<file path="config.mk">
export PLATFORM = sky130hd
export DESIGN_NAME = fbln_ram
export DESIGN_NICKNAME = d
export VERILOG_FILES = /design/src/fbln_ram.sv
export SDC_FILE = /design/constraint.sdc
export NUM_CORES = 1
export LEC_CHECK = 0
export BUFFER_PORTS_ARGS = -buffer_cell sky130_fd_sc_hd__buf_2
export CELL_PAD_IN_SITES_DETAIL_PLACEMENT = 0
export CELL_PAD_IN_SITES_GLOBAL_PLACEMENT = 2
export CORE_MARGIN = 5
export CORE_UTILIZATION = 48
export DETAILED_ROUTE_END_ITERATION = 10
export PLACE_DENSITY = 0.84
export SYNTH_ARGS = -nofsm -noshare
export SYNTH_HDL_FRONTEND = slang
export SYNTH_SLANG_ARGS = --single-unit
export TNS_END_PERCENT = 20
</file>
<file path="constraint.sdc">
create_clock -name clk -period 1.9 [get_ports clk]
set_clock_uncertainty 0.1 [all_clocks]
set_input_delay 0.095 -clock clk [delete_from_list [all_inputs] [get_ports clk]]
set_output_delay 0.095 -clock clk [all_outputs]
set_load 0.02 [all_outputs]
</file>
<file path="src/fbln_ram.sv">
// Generic single write port, single read port RAM with registered read.
// No dependencies.
`timescale 1ns / 1ps
`default_nettype none

module fbln_ram #(
    parameter int WIDTH = 8,
    parameter int DEPTH = 16,
    localparam int AW = (DEPTH > 1) ? $clog2(DEPTH) : 1
) (
    input  wire logic             clk,
    input  wire logic             we,
    input  wire logic [AW-1:0]    waddr,
    input  wire logic [WIDTH-1:0] wdata,
    input  wire logic             re,
    input  wire logic [AW-1:0]    raddr,
    output logic      [WIDTH-1:0] rdata
);

    logic [WIDTH-1:0] mem [DEPTH];
    logic [WIDTH-1:0] rdata_reg;

    // write port and registered read port
    always_ff @(posedge clk)
    begin
        if (we)
        begin
            mem[waddr] <= wdata;
        end
        if (re)
        begin
            rdata_reg <= mem[raddr];
        end
    end

    assign rdata = rdata_reg;

endmodule

`default_nettype wire

</file>
# Word level (Yosys, flattened, before mapping)
# Memories as Yosys holds them, arrays and structs flattened. A register that Yosys moved wholly into a read port is not among the register bits.
# Index checks and enable logic that the tools add are counted.
# op_classes
muxes	2
# ops
operator	n
2-to-1 mux 1 bit	2
# totals
regBits	0
mem_bits_rw	128
in_bits	19
out_inout_bits	8
wordCells	3
mem_count	1
# memory_table
memory	words	width	rd	rd_clocked_by_memory_dff	write_ports	line	text
mem	16	8	1	1	1	20	logic [WIDTH-1:0] mem [DEPTH];

# Logic depth before layout (Yosys ltp)
# depth
word_depth	2
depth_mapped	5
depth_no_buf	3

# Worst setup path after synthesis
# No wires, ideal clock.
# synth_timing
path_type	in2reg
from	input waddr[2]
to	memory mem[0][0] (enable)
setup_ns	0.383
arrival_time_ns	1.205
required_time_ns	1.417
setup_slack_ns	0.212
path_stages	2
path_buffers	0
cell_sequence	or3b_2 -> nor3_1
# synth_rtl
element	line	text
start, declared	13	input wire logic [AW-1:0] waddr,
end, declared	20	
# No word-level cell before the write port.

==> results.json <==
{
  "fin_setup_tns_ps": 0,
  "synth-seq-cells": 136,
  "synth_nets": 248,
  "final_nets": 314,
  "rows": 38,
  "dr_total_vias": 2444,
  "fin_crit_sh_pct": 83.4,
  "critPathTopFamily": "multiplexers",
  "num_antenna_cells": 0,
  "synth_top_area_share_pct": 78.1,
  "rsz0062_at_grt": "no",
  "r2r_start": "mem[1][0]",
  "hpwl_mm": 6.09,
  "drive_above_1_share_pct": 29.9,
  "syn_inst": 229,
  "cp_slowest_cell": "mux4_1",
  "syn_avg_cell_area_um2": 22.8,
  "wl_met3_um": 696,
  "r2r_end": "rdata[0]",
  "drcViolationCount": 0,
  "r2r_setup_slack_ps": 320,
  "cp.arrival_ps": 1750,
  "pin_count": 27,
  "drv_slew": 0,
  "cts_buffers": 17,
  "drt_iter0_markers": 198,
  "power.total_mw": 6.81,
  "yosysSeqAreaShare_pct": 78.1,
  "vias_per_cell": 5.46,
  "ir_worst_vdd_mv": 0.508,
  "layout_commonest_cell": "edfxtp_1",
  "syn_to_final_growth_pct": 20.7,
  "powerDensity_nw_per_um2": 1080,
  "wl_met1_mm": 4.02,
  "clk_pin_slew_ps": 60,
  "dieArea_um2": 13100,
  "holdPathEnd": "mem[4][6]",
  "cts_tree": "done",
  "drtPass1Iterations": 4,
  "hold_viol_final": 0,
  "core_area_um2": 10700,
  "drv_cap": 0,
  "max_freq_ghz": 0.631,
  "min_period_ps": 1580,
  "max_stage_delay_ps": 520,
  "reg2reg_depth": 3,
  "grt_max_degree": 33,
  "yosysTopAreaCell": "edfxtp_1",
  "yosysWarnings": 0,
  "status": "completed",
  "overflow": 0,
  "cp-end-kind": "flip-flop",
  "synth.top_cells.by_area": "edfxtp_1 (78%), mux4_2 (7.8%), mux4_1 (7.0%)",
  "grt_pass1_wl_mm": 15.1,
  "die_width_um": 114,
  "critPathBufInv": 0,
  "drt-total-wl_mm": 9.63,
  "setup_ws_ps": 316,
  "hold-path-cell-count": 3,
  "htreeDepth": 4,
  "wl_met2_mm": 4.80,
  "final_cell_mix": "edfxtp_1 (136), buf_2 (26), mux4_2 (18), buf_4 (18)",
  "maxSlewHeadroom_pct": 73.8,
  "crit_type": "reg -> reg",
  "crit_chain": "mux4_1, a22oi_1, nand2_1",
  "cts_root_buf": "clkbuf_8",
  "synth_cell_types": 18,
  "holdWs_ps": 40.3,
  "min_path_type": "in -> reg",
  "largest_reg_flops": 128,
  "wl_per_cell_um": 21.5,
  "gp_congestion": 0.715,
  "portBuffers": 26,
  "worstMarginPinSlew_ps": 394,
  "crit_fanout": 1,
  "die_h_um": 114,
  "top_layer": "met4",
  "syn_area_um2": 5230,
  "startpoint_type": "flip-flop",
  "cts_resized": 0,
  "pre_cts_ws_ps": 145,
  "clk_latency_ps": 520,
  "critPathRequiredTime_ps": 2060,
  "grtUsageTotal_pct": 16.7,
  "drt.antenna.violating_nets": 0,
  "cts_sinks": 136,
  "clockBufferDepth": 2,
  "post_cts.repair.setup_buffers": 0,
  "setup_viol": 0,
  "antenna_found_initial": 0,
  "first_global_vias": 2537,
  "p_leak_nw": 2.15,
  "initial_core_util_pct": 48.6,
  "worstHoldStart": "waddr[0]"
}
timing repair:
item | CTS | global route
hold buffers | 9 | 0
hold endpoints to repair | 136 | 0
setup endpoints to repair | 0 | 0
worst register-to-register path: stages (launching register included):
cell	delay, ps
edfxtp_1	380
mux4_1	520
a22oi_1	240
nand2_1	80
stage by stage:
step	instances	area, um^2	util [%]
after floorplan	229	5230	-
after global placement	407	5660	52.7
after detailed placement	407	5660	52.7
after CTS	448	6310	58.7
after global routing	448	6310	58.7
final	448	6310	58.7
cell families (layout without fill, tap and decap cells):
group	Yosys count	count (layout)	share of synthesized area (%)
multiplexers	32	32	14.8
flip-flops	136	136	78.1
AO/OA/AOI/OAI	16	16	2.30
AND/OR/NAND/NOR	35	35	3.14
buffers and inverters	10	89	1.65
Yosys cell counts:
master,count
edfxtp_1,136
mux4_2,18
a22oi_1,16
mux4_1,14
nor2_1,13
nand2_1,9
nor3_1,4
buf_2,3
buf_6,3
clkdlybuf4s25_2,3
nand2b_1,2
nand3b_1,2
and2_1,1
and2b_1,1
buf_4,1
nand3_1,1
nor2b_1,1
or3b_2,1
power breakdown:
group,internal [mW],switching (mW),total (mW)
logic,0.154,0.187,0.341
registers,3.38,0.0179,3.40
clock network,1.97,1.10,3.07
total,5.50,1.30,6.81
cell type report:
class | count | area, um^2
Clock inverter | 12 | 133
Timing Repair Buffer | 57 | 435
Sequential cell | 136 | 4080
Clock buffer | 20 | 425
Tap cell | 140 | 175
Multi-Input combinational cell | 83 | 1060
Fill cell | 809 | 4440
how the worst max path moves through the flow:
stage / slack [ps] / cells past startpoint / endpoint / start
detailed placement: 140 / 5 / rdata[4] / raddr[0]
finish: 320 / 3 / rdata[0] / mem[1][0]
CTS: 290 / 3 / rdata[4] / mem[9][4]
global route: 220 / 3 / rdata[4] / mem[9][4]
floorplan: 210 / 2 / mem[0][0] / waddr[2]
global placement: 150 / 5 / rdata[0] / raddr[0]
metal layers:
metal	up-vias	global-route usage [%]
li1	1117	-
met1	1234	22.6
met2	85	25.0
met3	8	5.71
met4	0	6.89
met5	-	0
Note: power is estimated with default switching activity, not from simulation.
