--- config.mk ---
export PLATFORM = sky130hd
export DESIGN_NAME = fbln_back
export DESIGN_NICKNAME = d
export VERILOG_FILES = /design/src/fbln_pkg.sv /design/src/fbln_div.sv /design/src/fbln_back.sv
export SDC_FILE = /design/constraint.sdc
export NUM_CORES = 2
export LEC_CHECK = 0
export ABC_CLOCK_PERIOD_IN_PS = 9600
export BUFFER_PORTS_ARGS = -buffer_cell sky130_fd_sc_hd__buf_2
export CELL_PAD_IN_SITES_DETAIL_PLACEMENT = 2
export CELL_PAD_IN_SITES_GLOBAL_PLACEMENT = 2
export CORE_MARGIN = 1.5
export CORE_UTILIZATION = 35
export DETAILED_ROUTE_END_ITERATION = 8
export MAX_ROUTING_LAYER = met4
export PLACE_DENSITY_LB_ADDON = 0.1
export SYNTH_ARGS = -nofsm -noshare
export SYNTH_HDL_FRONTEND = slang
export SYNTH_SLANG_ARGS = --single-unit
--- constraint.sdc ---
create_clock -name clk -period 9.6 [get_ports clk]
set_input_delay 0 -clock clk [delete_from_list [all_inputs] [get_ports clk]]
set_output_delay 0 -clock clk [all_outputs]
set_load 0.1 [all_outputs]
--- src/fbln_pkg.sv ---
// Package for the fused bias/skip layer-norm block.
// Shared types, field widths and register codes; no dependencies.
`timescale 1ns / 1ps
`default_nettype none

package fbln_pkg;

    // element width and the width of x = value + bias + skip
    localparam int DATA_W     = 16;
    localparam int XW         = DATA_W + 2;
    localparam int LEN_W      = 7;
    localparam int EPS_W      = 16;
    localparam int CFG_IDX_W  = 3;
    localparam int CFG_DATA_W = 16;
    localparam int NW         = 32;

    // register indexes on the configuration port
    localparam logic [CFG_IDX_W-1:0] CFG_ROW_LENGTH = 3'd0;
    localparam logic [CFG_IDX_W-1:0] CFG_EPSILON    = 3'd1;
    localparam logic [CFG_IDX_W-1:0] CFG_ACT_MODE   = 3'd2;
    localparam logic [CFG_IDX_W-1:0] CFG_HAS_SKIP   = 3'd3;
    localparam logic [CFG_IDX_W-1:0] CFG_HAS_GAMMA  = 3'd4;
    localparam logic [CFG_IDX_W-1:0] CFG_HAS_BETA   = 3'd5;

    // activation codes
    localparam logic ACT_NONE = 1'b0;
    localparam logic ACT_RELU = 1'b1;

    // limits
    localparam logic [NW-1:0] N_LIMIT = 32'h7FFF_FFFF;
    localparam logic signed [DATA_W-1:0] DW_MAX = {1'b0, {(DATA_W-1){1'b1}}};
    localparam logic signed [DATA_W-1:0] DW_MIN = {1'b1, {(DATA_W-1){1'b0}}};

    typedef struct packed {
        logic signed [DATA_W-1:0] value;
        logic signed [DATA_W-1:0] bias;
        logic signed [DATA_W-1:0] skip;
        logic signed [DATA_W-1:0] gamma;
        logic signed [DATA_W-1:0] beta;
    } in_item_t;

    typedef struct packed {
        logic signed [DATA_W-1:0] result;
        logic                     last;
    } out_item_t;

    typedef struct packed {
        logic [LEN_W-1:0] row_length;
        logic [EPS_W-1:0] epsilon;
        logic             act_mode;
        logic             has_skip;
        logic             has_gamma;
        logic             has_beta;
    } cfg_t;

endpackage

`default_nettype wire

--- src/fbln_div.sv ---
// Radix-2 restoring divider for unsigned operands, one quotient bit a cycle.
// No dependencies.
`timescale 1ns / 1ps
`default_nettype none

module fbln_div #(
    parameter int W = 8
) (
    input  wire logic         clk,
    input  wire logic         rst_n,
    input  wire logic         start,
    input  wire logic [W-1:0] dividend,
    input  wire logic [W-1:0] divisor,
    output logic              done,
    output logic      [W-1:0] quotient
);

    localparam int CNW = $clog2(W + 1);

    logic           busy_reg;
    logic           done_reg;
    logic [CNW-1:0] cnt_reg;
    logic [W-1:0]   rem_reg;
    logic [W-1:0]   quo_reg;
    logic [W-1:0]   dvs_reg;
    logic [W:0]     trial;
    logic           ge;

    // trial subtraction
    always_comb
    begin
        trial = {rem_reg, quo_reg[W-1]};
        ge    = (trial >= {1'b0, dvs_reg});
    end

    // control
    always_ff @(posedge clk or negedge rst_n)
    begin
        if (!rst_n)
        begin
            busy_reg <= 1'b0;
            done_reg <= 1'b0;
            cnt_reg  <= '0;
        end
        else if (start)
        begin
            busy_reg <= 1'b1;
            done_reg <= 1'b0;
            cnt_reg  <= '0;
        end
        else if (busy_reg)
        begin
            cnt_reg <= cnt_reg + CNW'(1);
            if (cnt_reg == CNW'(W - 1))
            begin
                busy_reg <= 1'b0;
                done_reg <= 1'b1;
            end
        end
        else
        begin
            done_reg <= 1'b0;
        end
    end

    // datapath
    always_ff @(posedge clk)
    begin
        if (start)
        begin
            rem_reg <= '0;
            quo_reg <= dividend;
            dvs_reg <= divisor;
        end
        else if (busy_reg)
        begin
            rem_reg <= ge ? W'(trial - {1'b0, dvs_reg}) : trial[W-1:0];
            quo_reg <= {quo_reg[W-2:0], ge};
        end
    end

    assign done     = done_reg;
    assign quotient = quo_reg;

endmodule

`default_nettype wire

--- src/fbln_back.sv ---
// Back end: row statistics, integer root, and per element normalise/affine.
// Depends on fbln_pkg and fbln_div.
`timescale 1ns / 1ps
`default_nettype none

module fbln_back import fbln_pkg::*; #(
    parameter int ROW_MAX = 64,
    localparam int CW    = $clog2(ROW_MAX + 1),
    localparam int AW    = (ROW_MAX > 1) ? $clog2(ROW_MAX) : 1,
    localparam int SW    = XW + CW,
    localparam int SQW   = 2 * XW + CW,
    localparam int MEM_W = XW + 2 * DATA_W
) (
    input  wire logic                 clk,
    input  wire logic                 rst_n,
    input  wire cfg_t                 cfg,
    input  wire logic                 row_valid,
    input  wire logic [CW-1:0]        row_cnt,
    input  wire logic signed [SW-1:0] row_sum,
    input  wire logic [SQW-1:0]       row_sq,
    input  wire logic                 row_bank,
    output logic                      row_pop,
    output logic                      mem_re,
    output logic [AW:0]               mem_raddr,
    input  wire logic [MEM_W-1:0]     mem_rdata,
    output logic                      out_valid,
    output out_item_t                 out_item,
    input  wire logic                 out_pop
);

    localparam int DIVW  = (SQW > XW + 17) ? SQW : XW + 17;
    localparam int VARW  = SQW + 1;
    localparam int VW    = ((VARW + 16 + 1) / 2) * 2;
    localparam int RTW   = VW / 2;
    localparam int RMW   = RTW + 2;
    localparam int STW   = $clog2(RTW + 1);

    typedef enum logic [3:0] {
        S_IDLE,
        S_MEAN,
        S_SQ,
        S_ROOT,
        S_READ,
        S_DIFF,
        S_DIV,
        S_SCALE,
        S_FIN
    } state_t;

    state_t               state_reg;
    logic [CW-1:0]        cnt_reg;
    logic [CW-1:0]        idx_reg;
    logic                 bank_reg;
    logic                 sum_neg_reg;
    logic [SQW-1:0]       sq_reg;
    logic signed [XW-1:0] mean_reg;
    logic [XW-1:0]        mean_mag_reg;
    logic [2*XW-1:0]      m2_reg;
    logic [VW-1:0]        rad_reg;
    logic [RMW-1:0]       rem_reg;
    logic [RTW-1:0]       root_reg;
    logic [STW-1:0]       step_reg;
    logic                 d_neg_reg;
    logic signed [NW-1:0] n_reg;
    logic signed [47:0]   prod_reg;
    logic                 out_valid_reg;
    out_item_t            out_item_reg;

    // divider
    logic            div_start;
    logic [DIVW-1:0] div_dividend;
    logic [DIVW-1:0] div_divisor;
    logic            div_done;
    logic [DIVW-1:0] div_quot;

    // combinational helpers
    logic [SW-1:0]        sum_mag;
    logic [VARW-1:0]      var_w;
    logic [RMW-1:0]       rem2;
    logic [RMW-1:0]       trial;
    logic signed [XW-1:0] x_rd;
    logic signed [XW:0]   d;
    logic [XW-1:0]        d_mag;
    logic [NW-1:0]        qc;
    logic signed [39:0]   scaled;
    logic signed [40:0]   biased;
    logic signed [DATA_W-1:0] res;
    logic                 load;
    logic                 is_last;

    fbln_div #(
        .W (DIVW)
    ) u_div (
        .clk      (clk),
        .rst_n    (rst_n),
        .start    (div_start),
        .dividend (div_dividend),
        .divisor  (div_divisor),
        .done     (div_done),
        .quotient (div_quot)
    );

    // arithmetic around the sequencer
    always_comb
    begin
        sum_mag = row_sum[SW-1] ? SW'(-row_sum) : SW'(row_sum);
        if (div_quot[SQW-1:0] >= SQW'(m2_reg))
        begin
            var_w = VARW'(div_quot[SQW-1:0] - SQW'(m2_reg)) + VARW'(cfg.epsilon);
        end
        else
        begin
            var_w = VARW'(cfg.epsilon);
        end
        rem2  = {rem_reg[RMW-3:0], rad_reg[VW-1 -: 2]};
        trial = {root_reg, 2'b01};
        x_rd  = mem_rdata[MEM_W-1 -: XW];
        d     = (XW+1)'(x_rd) - (XW+1)'(mean_reg);
        d_mag = d[XW] ? XW'(-d) : XW'(d);
        qc    = (div_quot > DIVW'(N_LIMIT)) ? N_LIMIT : div_quot[NW-1:0];

        // gamma scale with truncation toward zero
        if (cfg.has_gamma)
        begin
            scaled = prod_reg[47] ? 40'((prod_reg + 48'sd255) >>> 8) : 40'(prod_reg >>> 8);
        end
        else
        begin
            scaled = 40'(n_reg);
        end
        biased = 41'(scaled) + (cfg.has_beta ? 41'($signed(mem_rdata[DATA_W-1:0])) : '0);
        if (cfg.act_mode == ACT_RELU && biased < 0)
        begin
            biased = '0;
        end
        if (biased > 41'(DW_MAX))
        begin
            res = DW_MAX;
        end
        else if (biased < 41'(DW_MIN))
        begin
            res = DW_MIN;
        end
        else
        begin
            res = biased[DATA_W-1:0];
        end

        load    = (state_reg == S_FIN) && (!out_valid_reg || out_pop);
        is_last = ((idx_reg + CW'(1)) == cnt_reg);
    end

    // divider operand selection and store read
    always_comb
    begin
        div_start    = 1'b0;
        div_dividend = '0;
        div_divisor  = DIVW'(cnt_reg);
        mem_re       = 1'b0;
        mem_raddr    = {bank_reg, idx_reg[AW-1:0]};
        row_pop      = 1'b0;
        case (state_reg)
            S_IDLE:
            begin
                div_start    = row_valid;
                div_dividend = DIVW'(sum_mag);
                div_divisor  = DIVW'(row_cnt);
            end
            S_MEAN:
            begin
                div_start    = div_done;
                div_dividend = DIVW'(sq_reg);
            end
            S_READ:
            begin
                mem_re = 1'b1;
            end
            S_DIFF:
            begin
                div_start    = (root_reg != '0);
                div_dividend = DIVW'({d_mag, 16'h0});
                div_divisor  = DIVW'(root_reg);
            end
            S_FIN:
            begin
                row_pop = load && is_last;
            end
            default:
            begin
                div_start = 1'b0;
            end
        endcase
    end

    // sequencer with registered outputs
    always_ff @(posedge clk or negedge rst_n)
    begin
        if (!rst_n)
        begin
            state_reg     <= S_IDLE;
            out_valid_reg <= 1'b0;
            idx_reg       <= '0;
            cnt_reg       <= '0;
            bank_reg      <= 1'b0;
            step_reg      <= '0;
        end
        else
        begin
            if (out_pop && !load)
            begin
                out_valid_reg <= 1'b0;
            end
            case (state_reg)
                // take a finished row, start on the mean
                S_IDLE:
                begin
                    if (row_valid)
                    begin
                        cnt_reg     <= row_cnt;
                        bank_reg    <= row_bank;
                        sum_neg_reg <= row_sum[SW-1];
                        sq_reg      <= row_sq;
                        state_reg   <= S_MEAN;
                    end
                end
                // mean done, start on the mean of the squares
                S_MEAN:
                begin
                    if (div_done)
                    begin
                        mean_mag_reg <= XW'(div_quot);
                        mean_reg     <= sum_neg_reg ? -XW'(div_quot) : XW'(div_quot);
                        state_reg    <= S_SQ;
                    end
                end
                // variance plus epsilon, ready the root
                S_SQ:
                begin
                    if (div_done)
                    begin
                        rad_reg   <= VW'({var_w, 16'h0});
                        rem_reg   <= '0;
                        root_reg  <= '0;
                        step_reg  <= '0;
                        state_reg <= S_ROOT;
                    end
                end
                // one root bit a cycle
                S_ROOT:
                begin
                    rad_reg <= rad_reg << 2;
                    if (rem2 >= trial)
                    begin
                        rem_reg  <= rem2 - trial;
                        root_reg <= {root_reg[RTW-2:0], 1'b1};
                    end
                    else
                    begin
                        rem_reg  <= rem2;
                        root_reg <= {root_reg[RTW-2:0], 1'b0};
                    end
                    step_reg <= step_reg + STW'(1);
                    if (step_reg == STW'(RTW - 1))
                    begin
                        idx_reg   <= '0;
                        state_reg <= S_READ;
                    end
                end
                S_READ:
                begin
                    state_reg <= S_DIFF;
                end
                // zero root gives zero before the affine step
                S_DIFF:
                begin
                    d_neg_reg <= d[XW];
                    if (root_reg == '0)
                    begin
                        n_reg     <= '0;
                        state_reg <= S_SCALE;
                    end
                    else
                    begin
                        state_reg <= S_DIV;
                    end
                end
                S_DIV:
                begin
                    if (div_done)
                    begin
                        n_reg     <= d_neg_reg ? -$signed(qc) : $signed(qc);
                        state_reg <= S_SCALE;
                    end
                end
                S_SCALE:
                begin
                    prod_reg  <= 48'(n_reg) * 48'($signed(mem_rdata[2*DATA_W-1:DATA_W]));
                    state_reg <= S_FIN;
                end
                // hand the element to the output register
                S_FIN:
                begin
                    if (load)
                    begin
                        out_valid_reg       <= 1'b1;
                        out_item_reg.result <= res;
                        out_item_reg.last   <= is_last;
                        if (is_last)
                        begin
                            state_reg <= S_IDLE;
                        end
                        else
                        begin
                            idx_reg   <= idx_reg + CW'(1);
                            state_reg <= S_READ;
                        end
                    end
                end
                default:
                begin
                    state_reg <= S_IDLE;
                end
            endcase
        end
    end

    // mean square, recomputed every cycle from the held magnitude
    always_ff @(posedge clk)
    begin
        m2_reg <= mean_mag_reg * mean_mag_reg;
    end

    assign out_valid = out_valid_reg;
    assign out_item  = out_item_reg;

endmodule

`default_nettype wire

== Word-level counts from Yosys, hierarchy flattened ==
Cells that the tools add are included.

* Mux-type cells: 56
* Reduce and logical (&&, ||, !) cells: 25
* $add $sub $neg: 14
* Equality and inequality tests: 20
* $lt $le $gt $ge: 7
* Multiply operators: 2

{| class="wikitable"
|+ Operators with widths
! operator !! count
|-
| one-hot mux 30 bit (2 select lines) || 3
|-
| two-way mux 43 bit || 3
|-
| one-hot mux 43 bit (3 select lines) || 1
|-
| two-way mux 32 bit || 4
|-
| one-hot mux 60 bit (2 select lines) || 1
|-
| two-way mux 30 bit || 3
|-
| two-way mux 41 bit || 2
|-
| two-way mux 40 bit || 2
|-
| one-hot mux 32 bit (2 select lines) || 1
|-
| two-way mux 60 bit || 1
|-
| adder 48 x 9 -> 48 bit (second input constant) || 1
|-
| multiplier 32 x 16 -> 48 bit || 1
|-
| adder 44 x 16 -> 44 bit || 1
|-
| >= comparator 44 x 43 -> 1 bit || 1
|-
| two-way mux 44 bit || 1
|-
| subtractor 43 x 36 -> 44 bit || 1
|-
| >= comparator 43 x 36 -> 1 bit || 1
|-
| greater-than comparator 43 x 31 -> 1 bit (second input constant) || 1
|-
| subtractor 43 bit || 1
|-
| adder 41 bit || 1
|-
| greater-than comparator 41 x 16 -> 1 bit (second input constant) || 1
|-
| less-than comparator 41 x 1 -> 1 bit (second input constant) || 1
|-
| less-than comparator 41 x 16 -> 1 bit (second input constant) || 1
|-
| multiplier 18 x 18 -> 36 bit || 1
|-
| 43 further kinds || 89
|}

* Word-level logic and storage cells: 149
* Output and inout bits: 27
* Register bits: 496
* Input bits: 157

== Longest topological paths before layout ==
* Depth in word-level cells: 9
* Gate-level depth with buffers: 27
* Depth with buffers taken out: 26

== Cells and area by module ==
A second synthesis with hierarchy kept.

* Cells, all modules: 6371
* Area total of the unflattened synthesis: 58697.5 µm²

{| class="wikitable"
|+ Modules (own cells, without submodules)
! module !! cells an instance !! area an instance (µm²) !! sequential area each (µm²) !! times used
|-
| fbln_back || 5547 || 50621.0 || 9764.4 || 1
|-
| fbln_div || 824 || 8076.5 || 3643.5 || 1
|}

== Worst setup path after synthesis ==
Ideal clock, no wire load.

* Path type: register to register
* From: register n_reg[8]
* To: register prod_reg[44] (data pin)
* Setup time: 0.264 ns
* Arrival: 6.452 ns
* Data required time: 9.336 ns
* Path buffers: 1
* Slack: 2.885 ns
* Cell stages (with the launch flop): 25
* Clock period less this slack: 6.715 ns
* Cell sequence: edfxtp_1 -> clkbuf_1 -> nand2_1 -> fa_1 -> inv_1 -> fa_1 -> inv_1 -> fa_1 -> inv_1 -> fa_1 -> inv_1 -> fa_1 -> inv_1 -> fa_1 -> ha_1 -> a211oi_1 -> nand2_1 -> o31a_1 -> a211o_1 -> nand2_1 -> o31ai_1 -> a221oi_1 -> o21ai_0 -> a221oi_1 -> xnor2_1

* Word-level cells in the longest chain between the ends: 1

{| class="wikitable"
|+ Ends and longest elaborated chain
! item !! RTL line !! RTL
|-
| start: declaration || fbln_back.sv:64 || <nowiki>logic signed [NW-1:0] n_reg;</nowiki>
|-
| start signal: assignment || fbln_back.sv:291 || <nowiki>n_reg <= d_neg_reg ? -$signed(qc) : $signed(qc);</nowiki>
|-
| multiplier 32 x 16 -> 48 bit || fbln_back.sv:297 || <nowiki>prod_reg <= 48'(n_reg) * 48'($signed(mem_rdata[2*DATA_W-1:DATA_W]));</nowiki>
|-
| end signal: assignment || fbln_back.sv:297 ||
|-
| end: declaration || fbln_back.sv:65 || <nowiki>logic signed [47:0] prod_reg;</nowiki>
|}

Every way passes these cells.
A chain may end at the register's enable or synchronous reset.

== Final worst setup path ==
* From: register n_reg[7]
* To: register prod_reg[46] (data pin)

The elaborated chain is that of the path after synthesis.

==> metrics.md <==
| Metric | Value |
|---|---|
| Status | `finished clean` |
| Routability cong. | `0.847` |
| Routed WL | `200 mm` |
| Avg Cell Area, Syn | `9.20 um^2` |
| Worst setup SP type | `flop` |
| P_leak | `0.0292 uW` |
| CP Max Fanout | `17` |
| Rows | `148` |
| Fillers | `17900` |
| Syn Inst Count | `6200` |
| Die area | `165000 um^2` |
| Skew final | `0.0772 ns` |
| Hold Vio Cnt, Final | `0` |
| Setup bufs post-CTS | `0` |
| I/O pin total | `184` |
| DRT Pass-1 Iters | `5` |
| CTS clock-pin slew for the worst setup and hold paths | `0.06 ns` |
| Min cycle time layout | `8.25 ns` |
| Area growth syn-to-layout | `12.0%` |
| Post-Syn Nets | `7532` |
| Yosys warns | `0` |
| Commonest cells after routing, fill and taps aside | `inv_1, fa_1, nand2_1` |
| Cts hold-fix bufs | `125` |
| DP HPWL | `154 mm` |
| EDFF count, synth | `354` |
| CP required | `10.01 ns` |
| Actual slew at the worst max-slew pin | `1.12 ns` |
| Iter 0 DRT Violations | `2036` |
| Pin count of the biggest net entering global routing | `83` |
| Pwr dens | `288 nW/um^2` |
| Clock Sinks | `465` |
| Worst EP arrival | `8.67 ns` |
| Synth Cell Area | `57100 um^2` |
| Unrepaired setup endpoints after global routing | `false` |
| CTS tree | `yes` |
| H-tree depth | `2` |
| Post-synth ARST share | `0.0710` |
| GR Util All Layers | `0.252` |
| Largest register FFs | `48` |
| Clock Latency Late Sink | `0.71 ns` |
| Seq/Total Area, Yosys | `0.228` |
| Max Slew Vio Count | `0` |
| Max Cap Viol | `0` |
| Crit path capture type | `flop` |
| Grt total ovfl | `0` |
| Die W | `407 um` |
| VDD IR-drop max | `0.189 mV` |
| Inserted Clock Buffers | `61` |
| Setup CP Type | `flop to flop` |
| Initial core utilization | `0.351` |
| Area after DPL | `60400 um^2` |
| FF+latch count, synth | `465` |
| FMAX | `0.121 GHz` |
| Post-DRT Antenna Nets | `0` |
| Layout cells sized above 1 | `0.0666` |
| Final #Nets | `7733` |
| Clock tree buffer depth | `3` |
| Root Driver | `clkbuf_16` |
| Worst Hold Class | `input pin to flop` |
| Setup TNS | `0 ns` |
| Core area | `162000 um^2` |
| Commonest non-fill, non-tap cell in the layout | `inv_1` |
| Detailed-route via count | `44900` |
| Synth cell types | `80` |
| Chip Height | `407 um` |
| Final Setup Violations | `0` |
| Worst slew margin | `0.248` |
| CTS-repair resized insts | `0` |
| Tot Pwr | `18400 uW` |
| DR WL/cell | `23.1 um` |
| Tcrit/Tclk final | `0.860` |
| DRC viols | `0` |
| Post-synth top flop | `edfxtp_1` |
| Initial antenna violation count | `11` |
| Vias/cell | `5.20` |
| Fin area | `63900 um^2` |
| Global-route wire length before repair | `311 mm` |
| Port Buffers | `175` |
| Number of global-route vias before repair | `51200` |
## where the power goes
group | internal (uW) | total [uW] | switching [uW] | leakage (uW)
sequential | 3180 | 3670 | 493 | 0.00438
combinational | 4830 | 12100 | 7230 | 0.0237
clock | 1600 | 2650 | 1050 | 0.00110
total | 9610 | 18400 | 8780 | 0.0292
## cell usage after synthesis, types with 40 or more instances
cell type / number / area (um^2)
inv_1: 1066 / 4000
fa_1: 731 / 14600
nand2_1: 641 / 2410
ha_1: 444 / 5560
a21oi_1: 367 / 1840
nor2_1: 364 / 1370
edfxtp_1: 354 / 10600
and2_1: 281 / 1760
xnor2_1: 240 / 2100
o21ai_0: 227 / 1140
clkbuf_1: 207 / 777
xor2_1: 118 / 1030
a21o_1: 110 / 826
nor3_1: 98 / 490
nand3_1: 89 / 445
dfxtp_1: 78 / 1560
nand2b_1: 76 / 475
nand4_1: 49 / 307
o31ai_1: 46 / 345
nor2b_1: 40 / 250
## final cells by class
type                            count  area (um^2)  share of cell area
Timing Repair Buffer              371         2660              0.0416
Clock buffer                       73         1630              0.0255
Tap cell                         2175         2720              0.0426
Antenna cell                       10         25.0            0.000391
Clock inverter                     43          672              0.0105
Sequential cell                   465        13000               0.204
Multi-Input combinational cell   4435        39200               0.613
Inverter                         1067         4010              0.0627
## kinds of logic after synthesis
family,synth area share
compound gates,0.120
fa+ha+maj,0.354
xor+xnor,0.0549
buf+inv,0.0867
simple gates,0.150
mux,0.00656
flops,0.228
## layer usage
layer	part of all wire	vias to the layer above	wire [um]	track usage
li1	-	20700	-	-
met1	0.47	23500	92800	0.333
met2	0.49	542	97900	0.426
met4	0.022	0	4480	0.0543
met5	0	-	0	-
met3	0.022	216	4420	0.0167
## metrics by stage
stage	utilization	instances	setup WS, ns	hold slack (ns)
after floorplan	-	6200	2.88	-0.296
after global placement	0.372	8388	1.44	0.105
after detailed placement	0.372	8388	1.22	0.120
after CTS	0.394	8629	1.20	0.00103
after global routing	0.394	8634	0.793	0.00188
final	0.394	8639	1.35	0.0310
## path summary, 6_finish.rpt
kind / start / end / slack (ns) / cells after the start
min: row_sum[21] / u_div.quotient[21] / 0.03 / 4
min in group asynchronous: rst_n / cnt_reg[1] / 0.52 / 4
min reg2reg: u_div.rem_reg[42] / u_div.rem_reg[42] / 0.49 / 2
max: n_reg[7] / prod_reg[46] / 1.35 / 23
max reg2reg: n_reg[7] / prod_reg[46] / 1.35 / 23
max in group asynchronous: rst_n / u_div.busy_reg / 8.63 / 4
## worst max-delay path, stage by stage, from the launching register on
cell	delay [ns]
edfxtp_1	0.95
nand2_1	0.19
fa_1	0.58
inv_1	0.05
fa_1	0.53
inv_1	0.05
fa_1	0.49
inv_1	0.05
fa_1	0.47
inv_1	0.06
fa_1	0.53
inv_1	0.05
fa_1	0.47
ha_1	0.41
o211ai_1	0.14
a32oi_1	0.22
o31a_1	0.28
a211o_1	0.20
nand2_1	0.12
o41ai_1	0.77
a221oi_1	0.29
o31ai_1	0.54
mux2i_1	0.15
a2111oi_0	0.42
Power figures use the tool's default switching activity.
