`config.mk`:
```
export PLATFORM = sky130hd
export DESIGN_NAME = fbln_front
export DESIGN_NICKNAME = d
export VERILOG_FILES = /design/src/fbln_pkg.sv /design/src/fbln_front.sv
export SDC_FILE = /design/constraint.sdc
export NUM_CORES = 1
export LEC_CHECK = 0
export ABC_AREA = 1
export BUFFER_PORTS_ARGS = -buffer_cell sky130_fd_sc_hd__buf_4
export CAP_MARGIN = 40
export CELL_PAD_IN_SITES_DETAIL_PLACEMENT = 1
export CELL_PAD_IN_SITES_GLOBAL_PLACEMENT = 1
export CORE_MARGIN = 3
export CORE_UTILIZATION = 41
export CTS_BUF_LIST = sky130_fd_sc_hd__clkbuf_8
export CTS_CLUSTER_DIAMETER = 50
export DETAILED_ROUTE_END_ITERATION = 8
export PLACE_DENSITY_LB_ADDON = 0.05
export SETUP_SLACK_MARGIN = 0.02
export SKIP_CTS_REPAIR_TIMING = 1
export SYNTH_ARGS = -nofsm -noshare
export SYNTH_HDL_FRONTEND = slang
export SYNTH_SLANG_ARGS = --single-unit
```
`constraint.sdc`:
```
create_clock -name clk -period 12.95 [get_ports clk]
set_input_delay 1.9425 -clock clk [delete_from_list [all_inputs] [get_ports clk]]
set_output_delay 1.9425 -clock clk [all_outputs]
set_load 0.1 [all_outputs]
```
`src/fbln_pkg.sv`:
```
// Package for the fused bias/skip layer-norm block.
// Shared types, field widths and register codes; no dependencies.
`timescale 1ns / 1ps
`default_nettype none

package fbln_pkg;

    // element width and the width of x = value + bias + skip
    localparam int DATA_W     = 16;
    localparam int XW         = DATA_W + 2;
    localparam int LEN_W      = 7;
    localparam int EPS_W      = 16;
    localparam int CFG_IDX_W  = 3;
    localparam int CFG_DATA_W = 16;
    localparam int NW         = 32;

    // register indexes on the configuration port
    localparam logic [CFG_IDX_W-1:0] CFG_ROW_LENGTH = 3'd0;
    localparam logic [CFG_IDX_W-1:0] CFG_EPSILON    = 3'd1;
    localparam logic [CFG_IDX_W-1:0] CFG_ACT_MODE   = 3'd2;
    localparam logic [CFG_IDX_W-1:0] CFG_HAS_SKIP   = 3'd3;
    localparam logic [CFG_IDX_W-1:0] CFG_HAS_GAMMA  = 3'd4;
    localparam logic [CFG_IDX_W-1:0] CFG_HAS_BETA   = 3'd5;

    // activation codes
    localparam logic ACT_NONE = 1'b0;
    localparam logic ACT_RELU = 1'b1;

    // limits
    localparam logic [NW-1:0] N_LIMIT = 32'h7FFF_FFFF;
    localparam logic signed [DATA_W-1:0] DW_MAX = {1'b0, {(DATA_W-1){1'b1}}};
    localparam logic signed [DATA_W-1:0] DW_MIN = {1'b1, {(DATA_W-1){1'b0}}};

    typedef struct packed {
        logic signed [DATA_W-1:0] value;
        logic signed [DATA_W-1:0] bias;
        logic signed [DATA_W-1:0] skip;
        logic signed [DATA_W-1:0] gamma;
        logic signed [DATA_W-1:0] beta;
    } in_item_t;

    typedef struct packed {
        logic signed [DATA_W-1:0] result;
        logic                     last;
    } out_item_t;

    typedef struct packed {
        logic [LEN_W-1:0] row_length;
        logic [EPS_W-1:0] epsilon;
        logic             act_mode;
        logic             has_skip;
        logic             has_gamma;
        logic             has_beta;
    } cfg_t;

endpackage

`default_nettype wire

```
`src/fbln_front.sv`:
```
// Front end: forms x per element, stores the row and keeps the row sums.
// Depends on fbln_pkg.
`timescale 1ns / 1ps
`default_nettype none

module fbln_front import fbln_pkg::*; #(
    parameter int ROW_MAX = 64,
    localparam int CW    = $clog2(ROW_MAX + 1),
    localparam int AW    = (ROW_MAX > 1) ? $clog2(ROW_MAX) : 1,
    localparam int SW    = XW + CW,
    localparam int SQW   = 2 * XW + CW,
    localparam int MEM_W = XW + 2 * DATA_W
) (
    input  wire logic                  clk,
    input  wire logic                  rst_n,
    input  wire logic                  accept,
    input  wire in_item_t              elem,
    input  wire cfg_t                  cfg,
    output logic                       mem_we,
    output logic [AW:0]                mem_waddr,
    output logic [MEM_W-1:0]           mem_wdata,
    output logic                       row_push,
    output logic [CW-1:0]              row_cnt,
    output logic signed [SW-1:0]       row_sum,
    output logic [SQW-1:0]             row_sq,
    output logic                       row_bank
);

    logic [CW-1:0]        cnt_reg;
    logic signed [SW-1:0] sum_reg;
    logic [SQW-1:0]       sq_reg;
    logic                 bank_reg;

    logic signed [XW-1:0] x;
    logic [XW-1:0]        ax;
    logic [2*XW-1:0]      sq;
    logic [LEN_W-1:0]     len;
    logic [CW-1:0]        cnt_next;
    logic                 row_done;

    // x, its square and the row end test
    always_comb
    begin
        x = XW'(elem.value) + XW'(elem.bias) + (cfg.has_skip ? XW'(elem.skip) : '0);
        ax = x[XW-1] ? XW'(-x) : XW'(x);
        sq = ax * ax;
        if (cfg.row_length == '0)
        begin
            len = LEN_W'(1);
        end
        else if (cfg.row_length > LEN_W'(ROW_MAX))
        begin
            len = LEN_W'(ROW_MAX);
        end
        else
        begin
            len = cfg.row_length;
        end
        cnt_next = cnt_reg + CW'(1);
        row_done = (LEN_W'(cnt_next) >= len);
    end

    // row store write
    assign mem_we    = accept;
    assign mem_waddr = {bank_reg, cnt_reg[AW-1:0]};
    assign mem_wdata = {x, elem.gamma, elem.beta};

    // finished row goes to the queue
    assign row_push = accept & row_done;
    assign row_cnt  = cnt_next;
    assign row_sum  = sum_reg + SW'(x);
    assign row_sq   = sq_reg + SQW'(sq);
    assign row_bank = bank_reg;

    // running sums
    always_ff @(posedge clk or negedge rst_n)
    begin
        if (!rst_n)
        begin
            cnt_reg  <= '0;
            sum_reg  <= '0;
            sq_reg   <= '0;
            bank_reg <= 1'b0;
        end
        else if (accept)
        begin
            if (row_done)
            begin
                cnt_reg  <= '0;
                sum_reg  <= '0;
                sq_reg   <= '0;
                bank_reg <= ~bank_reg;
            end
            else
            begin
                cnt_reg <= cnt_next;
                sum_reg <= row_sum;
                sq_reg  <= row_sq;
            end
        end
    end

endmodule

`default_nettype wire

```
* Yosys cells after proc, flatten, opt, wreduce, memory -nomap -nowiden
Cells that the tools add are included.
** Storage, ports and cells
- Output and inout port bits :: 135
- Word-level logic and storage cells :: 24
- Register bits :: 76
- Input port bits :: 110
** Operators by class
- Reduce and logical (&&, ||, !) cells :: 2
- $mul :: 1
- Bitwise logic cells :: 2
- Magnitude comparators :: 2
- $add $sub $neg :: 6
- Multiplexer cells :: 7
** Operators by type and width (count)
- 43-bit by 36-bit adder with 43-bit output :: 1
- 43-bit two-way mux :: 1
- 18-bit by 18-bit multiplier with 36-bit output :: 1
- 18-bit two-way mux :: 2
- 25-bit by 18-bit adder with 25-bit output :: 1
- 25-bit two-way mux :: 1
- 7-bit two-way mux :: 3
- 18-bit adder :: 1
- 18-bit negator :: 1
- 16-bit by 16-bit adder with 17-bit output :: 1
- 7-bit by 1-bit adder with 7-bit output (second input constant) :: 1
- 7-bit >= comparator :: 1
- 7-bit > comparator (second input constant) :: 1
- 7-bit logical NOT :: 1
- 2-bit AND reduction :: 1
- 1-bit AND :: 1
- 1-bit NOT :: 1

* Depth between registers and ports, before layout
Gate-level depths: netlist of run 1.
- Depth after elaboration :: 7
- Depth in mapped cells :: 58
- Mapped depth without buffers :: 57

* Worst setup path after synthesis of run 1
Ideal clock, no wire load.
- Path type :: input to output
- Start :: input port elem[48] in the netlist's numbering
- End :: output port row_sq[27]
- Cell stages on the path :: 45
- Data arrival time :: 12.877 ns
- Slack :: -1.870 ns
- Path buffers :: 0
- Required time :: 11.007 ns
- Cells stage by stage :: ha_1 -> inv_1 -> fa_1 -> inv_1 -> nand2_1 -> nand2_1 -> a21oi_1 -> o21ai_0 -> a21oi_1 -> o21ai_0 -> nand2_1 -> a21oi_1 -> nand3_1 -> nand2_1 -> xor2_1 -> ha_1 -> inv_1 -> nor2_1 -> (+9 left out) -> fa_1 -> inv_1 -> fa_1 -> fa_1 -> fa_1 -> inv_1 -> fa_1 -> inv_1 -> ha_1 -> nand2_1 -> nor2_1 -> inv_1 -> nor2_1 -> and3_1 -> a21oi_1 -> inv_1 -> a21oi_1 -> xnor2_1
** On the way
- Cells in the longest elaborated chain, start to end :: 6
** RTL lines
- start: declaration :: RTL line fbln_front.sv:17 : input wire in_item_t elem,
- 16-bit by 16-bit adder with 17-bit output (*) :: RTL line fbln_front.sv:44 : x = XW'(elem.value) + XW'(elem.bias) + (cfg.has_skip ? XW'(elem.skip) : '0);
- 18-bit adder (*) :: RTL line fbln_front.sv:44
- named net mem_wdata[48] :: RTL line fbln_front.sv:21 : output logic [MEM_W-1:0] mem_wdata,
- 18-bit negator :: RTL line fbln_front.sv:45 : ax = x[XW-1] ? XW'(-x) : XW'(x);
- 18-bit two-way mux (*) :: RTL line fbln_front.sv:45
- 18-bit by 18-bit multiplier with 36-bit output (*) :: RTL line fbln_front.sv:46 : sq = ax * ax;
- 43-bit by 36-bit adder with 43-bit output (*) :: RTL line fbln_front.sv:72 : assign row_sq = sq_reg + SQW'(sq);
- end: declaration :: RTL line fbln_front.sv:25 : output logic [SQW-1:0] row_sq,
The timed path passes the listed nets; every way through them passes the cells marked *.

* Worst setup path in the final report of run 1
- Start :: input port elem[64] in the netlist's numbering
- End :: output port row_sq[41]
** On the way
- Cells in the longest elaborated chain, start to end :: 6
** RTL lines (RTL line)
- 16-bit by 16-bit adder with 17-bit output (*) :: fbln_front.sv:44
- 18-bit adder (*) :: fbln_front.sv:44
- 18-bit negator :: fbln_front.sv:45
- 18-bit two-way mux (*) :: fbln_front.sv:45
- 18-bit by 18-bit multiplier with 36-bit output (*) :: fbln_front.sv:46
- 43-bit by 36-bit adder with 43-bit output (*) :: fbln_front.sv:72
Mark *: on every way between the ends. The rest lies on a longest branch, timed or not.

==> impl_metrics.yaml, run 1 <==
timing:
  drv_slew: 0
  min_period_over_period_pct: 103
  worst_pin_slew_ns: 0.873
  setup_tns_ns: -4.57
  maxSlewHeadroom_pct: 41.8
  setup_ws_ns: -0.385
  fin_crit_ns: 13.33
  setup_violations: 24
  fmax_mhz: 75.0
  rsz0062_at_grt: "yes"
  whs_ns: 0.503
  finClkSkew_ns: 0.0223
  final_hold_viol_count: 0
setup_path:
  r2r-end: "sq_reg[26]"
  arrival_ns: 11.39
  crit_path_max_incr_delay_ns: 0.57
  r2r_slack_ns: 7.93
  reg2reg_from: "sq_reg[19]"
  critPathSlowestCell: "fa_1"
  cp.required_ns: 11.01
  cp-start-kind: "primary input"
  crit_buf_inv: 16
  endpoint_kind: "output pin"
  cpLargestDelayFamily: "adder cells"
  r2r_cells: 20
  critical_path.most_common_cell: "nand2_2"
  worstSetupPathType: "in -> out"
  crit_path_max_fanout: 5
global_routing:
  grt_max_degree: 57
  overflow: 0
  grt_usage_pct: 28.0
  grt_pass1_wl_mm: 98.5
  grt_pass1_vias: 18800
  antenna_found_initial: 0
clock_network:
  cts_num_sinks: 76
  cts_root_buffer: "clkbuf_8"
  path_clk_slew_ns: 0.10
  clk_latency_ns: 0.46
  clockBufferDepth: 2
  cts_tree: "done"
  cts_made_buffers: 9
  cts_max_level: 3
route:
  drc: 0
  ant_nets: 0
  via_per_inst: 5.11
  drtIter0Drc: 734
  vias: 17600
  drt_wl_total_mm: 72.2
  firstDrtPassIters: 5
  routedWlPerCell_um: 20.9
worst_hold_path:
  hold_path_startpoint: "row_bank"
  whs_endpoint: "row_bank"
  whs_path_depth: 1
  worstHoldPathType: "reg -> reg"
status:
  status: "finished with violations"
  violations: "negative setup slack"
final_layout:
  diodes: 0
  largest_register_ffs: 43
  layout-drive-gt1-share_pct: 38.4
  final-instance-count-excl-fill: 3446
  nets: 3443
  fin_util_pct: 61.9
  syn2layout_area_growth_pct: 48.1
placed_design:
  port_buffers: 161
  hpwlAfterDp_mm: 53.4
  numPlacedInstances: 3338
  gp_congestion: 0.890
floorplanning:
  fp.dieW_um: 213
  rows: 75
  core_sq_um: 42100
  ios: 245
  die_y_um: 213
  initial_core_util_pct: 41.8
  die_area_sq_um: 45500
logic_synthesis:
  synth.distinct_cells: 58
  postSynthAreaPerCell_sq_um: 7.63
  ys_ff_latch: 76
  syn_area_sq_um: 17600
  syn_inst: 2306
  ys_warn_count: 0
  yosysSeqAreaShare_pct: 10.8
flow_run:
  drv_cap: 0
worst max-delay path by stage:
| stage | start | to | cells after the start |
|---|---|---|---|
| global route | elem[64] | row_sq[41] | 55 |
| global placement | elem[48] | row_sq[36] | 56 |
| finish | elem[64] | row_sq[41] | 55 |
| CTS | elem[48] | row_sq[36] | 56 |
| floorplan | elem[48] | row_sq[34] | 48 |
| detailed placement | elem[48] | row_sq[36] | 56 |
cells in the mapped netlist (all sizes together):
| master | number | area share, % |
|---|---|---|
| o21bai | 5 | 0.21 |
| clkbuf | 21 | 0.56 |
| nand2 | 410 | 8.9 |
| nand3b | 4 | 0.17 |
| o2bb2ai | 1 | 0.050 |
| nor3b | 1 | 0.043 |
| dfrtp | 76 | 11 |
| conb | 2 | 0.043 |
| o21a | 8 | 0.34 |
| a21oi | 93 | 2.7 |
| xor2 | 67 | 3.4 |
| a22oi | 1 | 0.043 |
| nand3 | 94 | 3.0 |
| xnor2 | 27 | 1.4 |
| a211oi | 1 | 0.043 |
| nand4 | 12 | 0.43 |
| a2111oi | 1 | 0.050 |
| nand2b | 1 | 0.036 |
| a21o | 8 | 0.34 |
| nor2 | 180 | 4.0 |
| and2 | 12 | 0.43 |
| a21boi | 3 | 0.13 |
| o221ai | 1 | 0.050 |
| and3 | 3 | 0.11 |
| fa | 253 | 29 |
| o22ai | 11 | 0.39 |
| buf | 52 | 2.2 |
| o31ai | 1 | 0.043 |
| o211ai | 2 | 0.085 |
| inv | 630 | 13 |
| o21ai | 75 | 2.2 |
| a31oi | 13 | 0.46 |
| a211o | 1 | 0.050 |
| or2 | 10 | 0.36 |
| clkinv | 3 | 0.064 |
| nor4 | 6 | 0.30 |
| nor3 | 18 | 0.60 |
| ha | 178 | 13 |
| a22o | 21 | 1.0 |
metal layers:
layer | GRT usage, % | wire length, um
met1 | 35.6 | 29000
met4 | 6.86 | 2990
met2 | 50.9 | 37200
met3 | 3.25 | 3050
met5 | 0 | 0
cell families after synthesis:
kind of cell,share of synthesized area [%]
adder cells (fa/ha/maj),41.4
AND/OR/NAND/NOR,18.4
other,0.0427
AO/OA/AOI/OAI,8.20
flip-flops,10.8
buffers and inverters,16.3
XOR/XNOR,4.87
layout by cell type, fill, tap and decap left out, types with 56 or more instances in the layout:
cell type  instances
nand2_1          325
buf_6             58
inv_2             62
ha_1             150
inv_1            555
nor2_1           108
nand3_1           65
dfrtp_1           76
fa_1             230
nand2_2           56
buf_4            548
per-stage QoR:
stage | setup slack [ns] | cell area [sq um]
final | -0.385 | 26100
after global routing | -0.788 | 26100
after CTS | -1.03 | 22800
after detailed placement | -0.983 | 22600
after global placement | -0.689 | 22500
after floorplan | -0.0525 | 18100
worst register-to-register path, cell delays in order (launching register included):
cell and delay (ns):
dfrtp_1 0.44, fa_1 0.60, fa_1 0.46, fa_1 0.54
inv_1 0.05, fa_1 0.53, inv_1 0.06, ha_4 0.23
a21oi_1 0.15, inv_1 0.10, buf_4 0.15, a31oi_4 0.17
o21a_1 0.20, o211ai_1 0.12, buf_4 0.20, buf_4 0.15
buf_6 0.12, xor2_4 0.19, buf_4 0.14, buf_4 0.12
a22o_1 0.19
final cells by class:
| type | count | area, sq um |
|---|---|---|
| clock buffer | 9 | 124 |
| clock inverter | 7 | 87.6 |
| fill | 4918 | 16100 |
| inverter | 633 | 2430 |
| multi-input combinational | 1534 | 15200 |
| sequential | 76 | 1900 |
| tap | 539 | 674 |
| timing repair buffer | 648 | 5600 |
Power of run 1 is left out: the tool's default activity adds up to more than one toggle a clock period on the data nets, which glitch-free logic cannot reach.
==> run 2: changes to the inputs <==
--- a/config.mk
+++ b/config.mk
@@ -5,7 +5,6 @@
 export SDC_FILE = /design/constraint.sdc
 export NUM_CORES = 1
 export LEC_CHECK = 0
-export ABC_AREA = 1
 export BUFFER_PORTS_ARGS = -buffer_cell sky130_fd_sc_hd__buf_4
 export CAP_MARGIN = 40
 export CELL_PAD_IN_SITES_DETAIL_PLACEMENT = 1
@@ -13,7 +12,7 @@
 export CORE_MARGIN = 3
 export CORE_UTILIZATION = 41
 export CTS_BUF_LIST = sky130_fd_sc_hd__clkbuf_8
-export CTS_CLUSTER_DIAMETER = 50
+export CTS_CLUSTER_DIAMETER = 40
 export DETAILED_ROUTE_END_ITERATION = 8
 export PLACE_DENSITY_LB_ADDON = 0.05
 export SETUP_SLACK_MARGIN = 0.02
==> impl_metrics.yaml, run 2 <==
status:
  status: "finished with violations"
  violations: "negative setup slack"
timing:
  worst_pin_slew_ns: 0.815
  fin_crit_ns: 14.52
  min_period_over_period_pct: 112
  final_hold_viol_count: 0
  maxSlewHeadroom_pct: 45.7
  setup_violations: 30
  setup_ws_ns: -1.57
  rsz0062_at_grt: "yes"
  drv_slew: 0
  fmax_mhz: 68.9
  finClkSkew_ns: 0.0356
  setup_tns_ns: -30.15
clock_network:
  path_clk_slew_ns: 0.10
  clk_latency_ns: 0.46
  cts_made_buffers: 9
  clockBufferDepth: 2
  cts_tree: "done"
  cts_max_level: 3
  cts_num_sinks: 76
  cts_root_buffer: "clkbuf_8"
logic_synthesis:
  synthArstFlopShare_pct: 100
  ys.flop_type: "dfrtp_1"
  syn_inst: 1965
  synthTopCellsByCount: "473 x inv_1, 253 x fa_1, 178 x ha_1"
  synthMostInstantiatedCell: "inv_1"
  syn_area_sq_um: 16800
  synth_top_area_share_pct: 30.2
  ys_warn_count: 0
  synthTopCellsByArea: "fa_1 30%, ha_1 13%, dfrtp_1 11%"
  synth_edf_count: 0
  postSynthAreaPerCell_sq_um: 8.55
  synth_top_area_cell: "fa_1"
  ys_ff_latch: 76
  synth.distinct_cells: 75
  yosysSeqAreaShare_pct: 11.3
route:
  drc: 0
  ant_nets: 0
  drt_wl_total_mm: 55.3
  via_per_inst: 5.03
  drtIter0Drc: 534
  firstDrtPassIters: 5
  routedWlPerCell_um: 18.4
  vias: 15100
setup_path:
  critPathSlowestCell: "fa_1"
  crit_path_max_fanout: 5
  cp.required_ns: 11.01
  r2r_slack_ns: 7.22
  endpoint_kind: "output pin"
  worstSetupPathType: "in -> out"
  arrival_ns: 12.58
  crit_path_max_incr_delay_ns: 0.55
  cp-start-kind: "primary input"
global_routing:
  grt_usage_pct: 24.4
  grt_max_degree: 74
  antenna_found_initial: 0
  grt_pass1_vias: 17000
  overflow: 0
  grt_pass1_wl_mm: 85.2
placed_design:
  port_buffers: 161
  hpwlAfterDp_mm: 44.0
  numPlacedInstances: 2925
  gp_congestion: 0.852
  place_area_sq_um: 21900
  post-place-ws_ns: -1.92
floorplanning:
  die_area_sq_um: 43400
  ios: 245
  die_y_um: 208
  core_sq_um: 40100
  initial_core_util_pct: 41.9
  fp.dieW_um: 208
  rows: 73
flow_run:
  drv_cap: 0
final_layout:
  largest_register_ffs: 43
  final-instance-count-excl-fill: 3007
  most-common-layout-cells: "492 x buf_4, 438 x inv_1, 240 x fa_1, 162 x ha_1, 103 x nand2_1"
  layout-drive-gt1-share_pct: 36.3
  syn2layout_area_growth_pct: 43.5
  diodes: 0
  final_common_cell: "buf_4"
  fin_area_sq_um: 24100
  nets: 3018
worst_hold_path:
  worstHoldPathType: "reg -> reg"
## run 2: cells by family (layout without fill, tap and decap cells)
kind of cell	after synthesis	in the layout	synth area share (%)
buf+inv	566	1073	13.6
simple gates	456	456	12.9
fa+ha+maj	433	433	43.5
compound gates	316	316	12.4
xor+xnor	109	109	5.82
flops	76	76	11.3
mux	7	7	0.425
other cells	2	12	0.0447
## run 2: metrics by stage
step / util, % / hold WS [ns]
after floorplan: - / 0.493
after CTS: 55.1 / 0.539
final: 60.1 / 0.534
after global routing: 60.1 / 0.568
after detailed placement: 54.7 / 0.521
after global placement: 54.6 / 0.514
## run 2: worst max-delay path: cells and delay by family
family,cells,cell delay (ns)
AO/OA/AOI/OAI,21,3.56
AND/OR/NAND/NOR,10,1.07
XOR/XNOR,3,0.48
adder cells (fa/ha/maj),10,4.15
buffers and inverters,13,1.36
## run 2: final timing paths
path                            start  depth (start not counted)     endpoint
max                          elem[48]                         57   row_sq[38]
min reg2reg                 sq_reg[2]                          2    sq_reg[2]
min in group asynchronous       rst_n                          1   sq_reg[32]
max reg2reg                sq_reg[16]                         20   sq_reg[41]
min                         sq_reg[2]                          2    sq_reg[2]
max in group asynchronous       rst_n                          2  sum_reg[19]
## run 2: area by class of cell
type                    instances  area, sq um
well taps                     525          657
multi-input cells            1333        14400
fillers                      4563        16000
inverters                     477         1810
clock inverters                 6         51.3
flip-flops and latches         76         1900
repair inverters                1         8.76
clock buffers                  10          138
repair buffers                579         5100
## run 2: routing by layer
layer	share of wire, %	track usage (%)
met1	42	30.5
met2	53	44.3
met3	3.6	3.36
met4	2.1	6.14
met5	0	0
Power of run 2 is left out for the same reason.
==> run 3: changes to the inputs <==
--- a/config.mk
+++ b/config.mk
@@ -14,7 +14,7 @@
 export CTS_BUF_LIST = sky130_fd_sc_hd__clkbuf_8
 export CTS_CLUSTER_DIAMETER = 40
 export DETAILED_ROUTE_END_ITERATION = 8
-export PLACE_DENSITY_LB_ADDON = 0.05
+export PLACE_DENSITY = 0.89
 export SETUP_SLACK_MARGIN = 0.02
 export SKIP_CTS_REPAIR_TIMING = 1
 export SYNTH_ARGS = -nofsm -noshare
==> impl_metrics.yaml, run 3 (synthesis results as in run 2) <==
final_layout:
  largest_register_ffs: 43
  nets: 3017
  most-common-layout-cells: "489 x buf_4, 433 x inv_1, 238 x fa_1, 158 x ha_1, 106 x nand2_1"
  final_common_cell: "buf_4"
  fin_area_sq_um: 24200
  layout-drive-gt1-share_pct: 36.5
  final-instance-count-excl-fill: 3007
  syn2layout_area_growth_pct: 44.1
floorplanning:
  fp.dieW_um: 208
  core_sq_um: 40100
  initial_core_util_pct: 41.9
  die_y_um: 208
  rows: 73
  ios: 245
  die_area_sq_um: 43400
clock_network:
  clockBufferDepth: 2
  cts_num_sinks: 76
  cts_root_buffer: "clkbuf_8"
  cts_tree: "done"
  path_clk_slew_ns: 0.10
  cts_made_buffers: 9
  clk_latency_ns: 0.50
  cts_max_level: 3
setup_path:
  crit_path_max_incr_delay_ns: 0.72
  cp-start-kind: "primary input"
  worstSetupPathType: "in -> out"
  cp.required_ns: 11.01
  cpLargestDelayFamily: "compound AO/OA/AOI/OAI gates"
  critical_path.most_common_cell: "fa_1"
  crit_path_max_fanout: 5
  endpoint_kind: "output pin"
  critPathSlowestCell: "a21oi_1"
  crit_buf_inv: 10
  arrival_ns: 14.06
placed_design:
  numPlacedInstances: 2901
  hpwlAfterDp_mm: 55.3
  port_buffers: 161
  place_area_sq_um: 21800
  gp_congestion: 0.917
timing:
  setup_ws_ns: -3.06
  drv_slew: 0
  setup_violations: 52
  whs_ns: 0.538
  final_hold_viol_count: 0
  maxSlewHeadroom_pct: 27.9
  fmax_mhz: 62.5
  min_period_over_period_pct: 124
  finClkSkew_ns: 0.0347
  rsz0062_at_grt: "yes"
  worst_pin_slew_ns: 1.08
  fin_crit_ns: 16.01
flow_run:
  drv_cap: 0
route:
  drtIter0Drc: 1490
  via_per_inst: 6.08
  drc: 0
  vias: 18300
  drt_wl_total_mm: 91.3
  routedWlPerCell_um: 30.4
  ant_nets: 0
  firstDrtPassIters: 6
global_routing:
  grt_usage_pct: 30.3
  antenna_found_initial: 2
  overflow: 0
  grt_pass1_wl_mm: 103
  grt_pass1_vias: 19300
  grt_max_degree: 93
status:
  status: "finished with violations"
  violations: "negative setup slack"
worst_hold_path:
  worstHoldPathType: "reg -> reg"
## run 3: cell types whose count changed in the layout (fill, tap and decap cells not counted), moves of 4 or more
cell and change:
inv_2 +8, buf_6 +6, inv_1 -5, inv_6 -4, a21oi_2 -5, nand2_2 -4, o21ai_4 +6, o21ai_2 -6
ha_4 +4, ha_1 -4
## run 3: layer usage
| metal | part of all wire, % | track usage [%] | wire length [um] |
|---|---|---|---|
| met1 | 32 | 30.5 | 29100 |
| met2 | 48 | 57.4 | 43700 |
| met3 | 8.4 | 6.26 | 7700 |
| met4 | 12 | 17.2 | 10800 |
| met5 | 0.013 | 0 | 12 |
## run 3: final timing paths
kind | slack, ns | cells past startpoint | to | from
max | -3.06 | 44 | row_sq[39] | elem[64]
min | 0.54 | 1 | row_bank | row_bank
max reg2reg | 7.06 | 26 | sq_reg[35] | sq_reg[22]
min reg2reg | 0.54 | 1 | row_bank | row_bank
max in group asynchronous | 10.36 | 2 | sq_reg[9] | rst_n
min in group asynchronous | 1.38 | 1 | sq_reg[21] | rst_n
## run 3: cell type report
cell class | instances | area [sq um]
Timing Repair inverter | 1 | 8.76
Sequential cell | 76 | 1900
Timing Repair Buffer | 578 | 5060
Multi-Input combinational cell | 1333 | 14600
Inverter | 477 | 1800
Antenna cell | 2 | 5.00
Clock buffer | 10 | 138
Clock inverter | 5 | 62.6
Fill cell | 4498 | 15900
Tap cell | 525 | 657
## run 3: stage by stage
stage | util [%] | worst slack [ns] | setup TNS [ns]
global placement | 54.2 | -1.56 | -29.96
global route | 60.4 | -3.16 | -82.21
floorplan | - | -1.18 | -23.06
detailed placement | 54.3 | -2.43 | -61.94
CTS | 54.8 | -2.52 | -60.97
finish | 60.4 | -3.06 | -74.73
Power of run 3 is left out for the same reason.
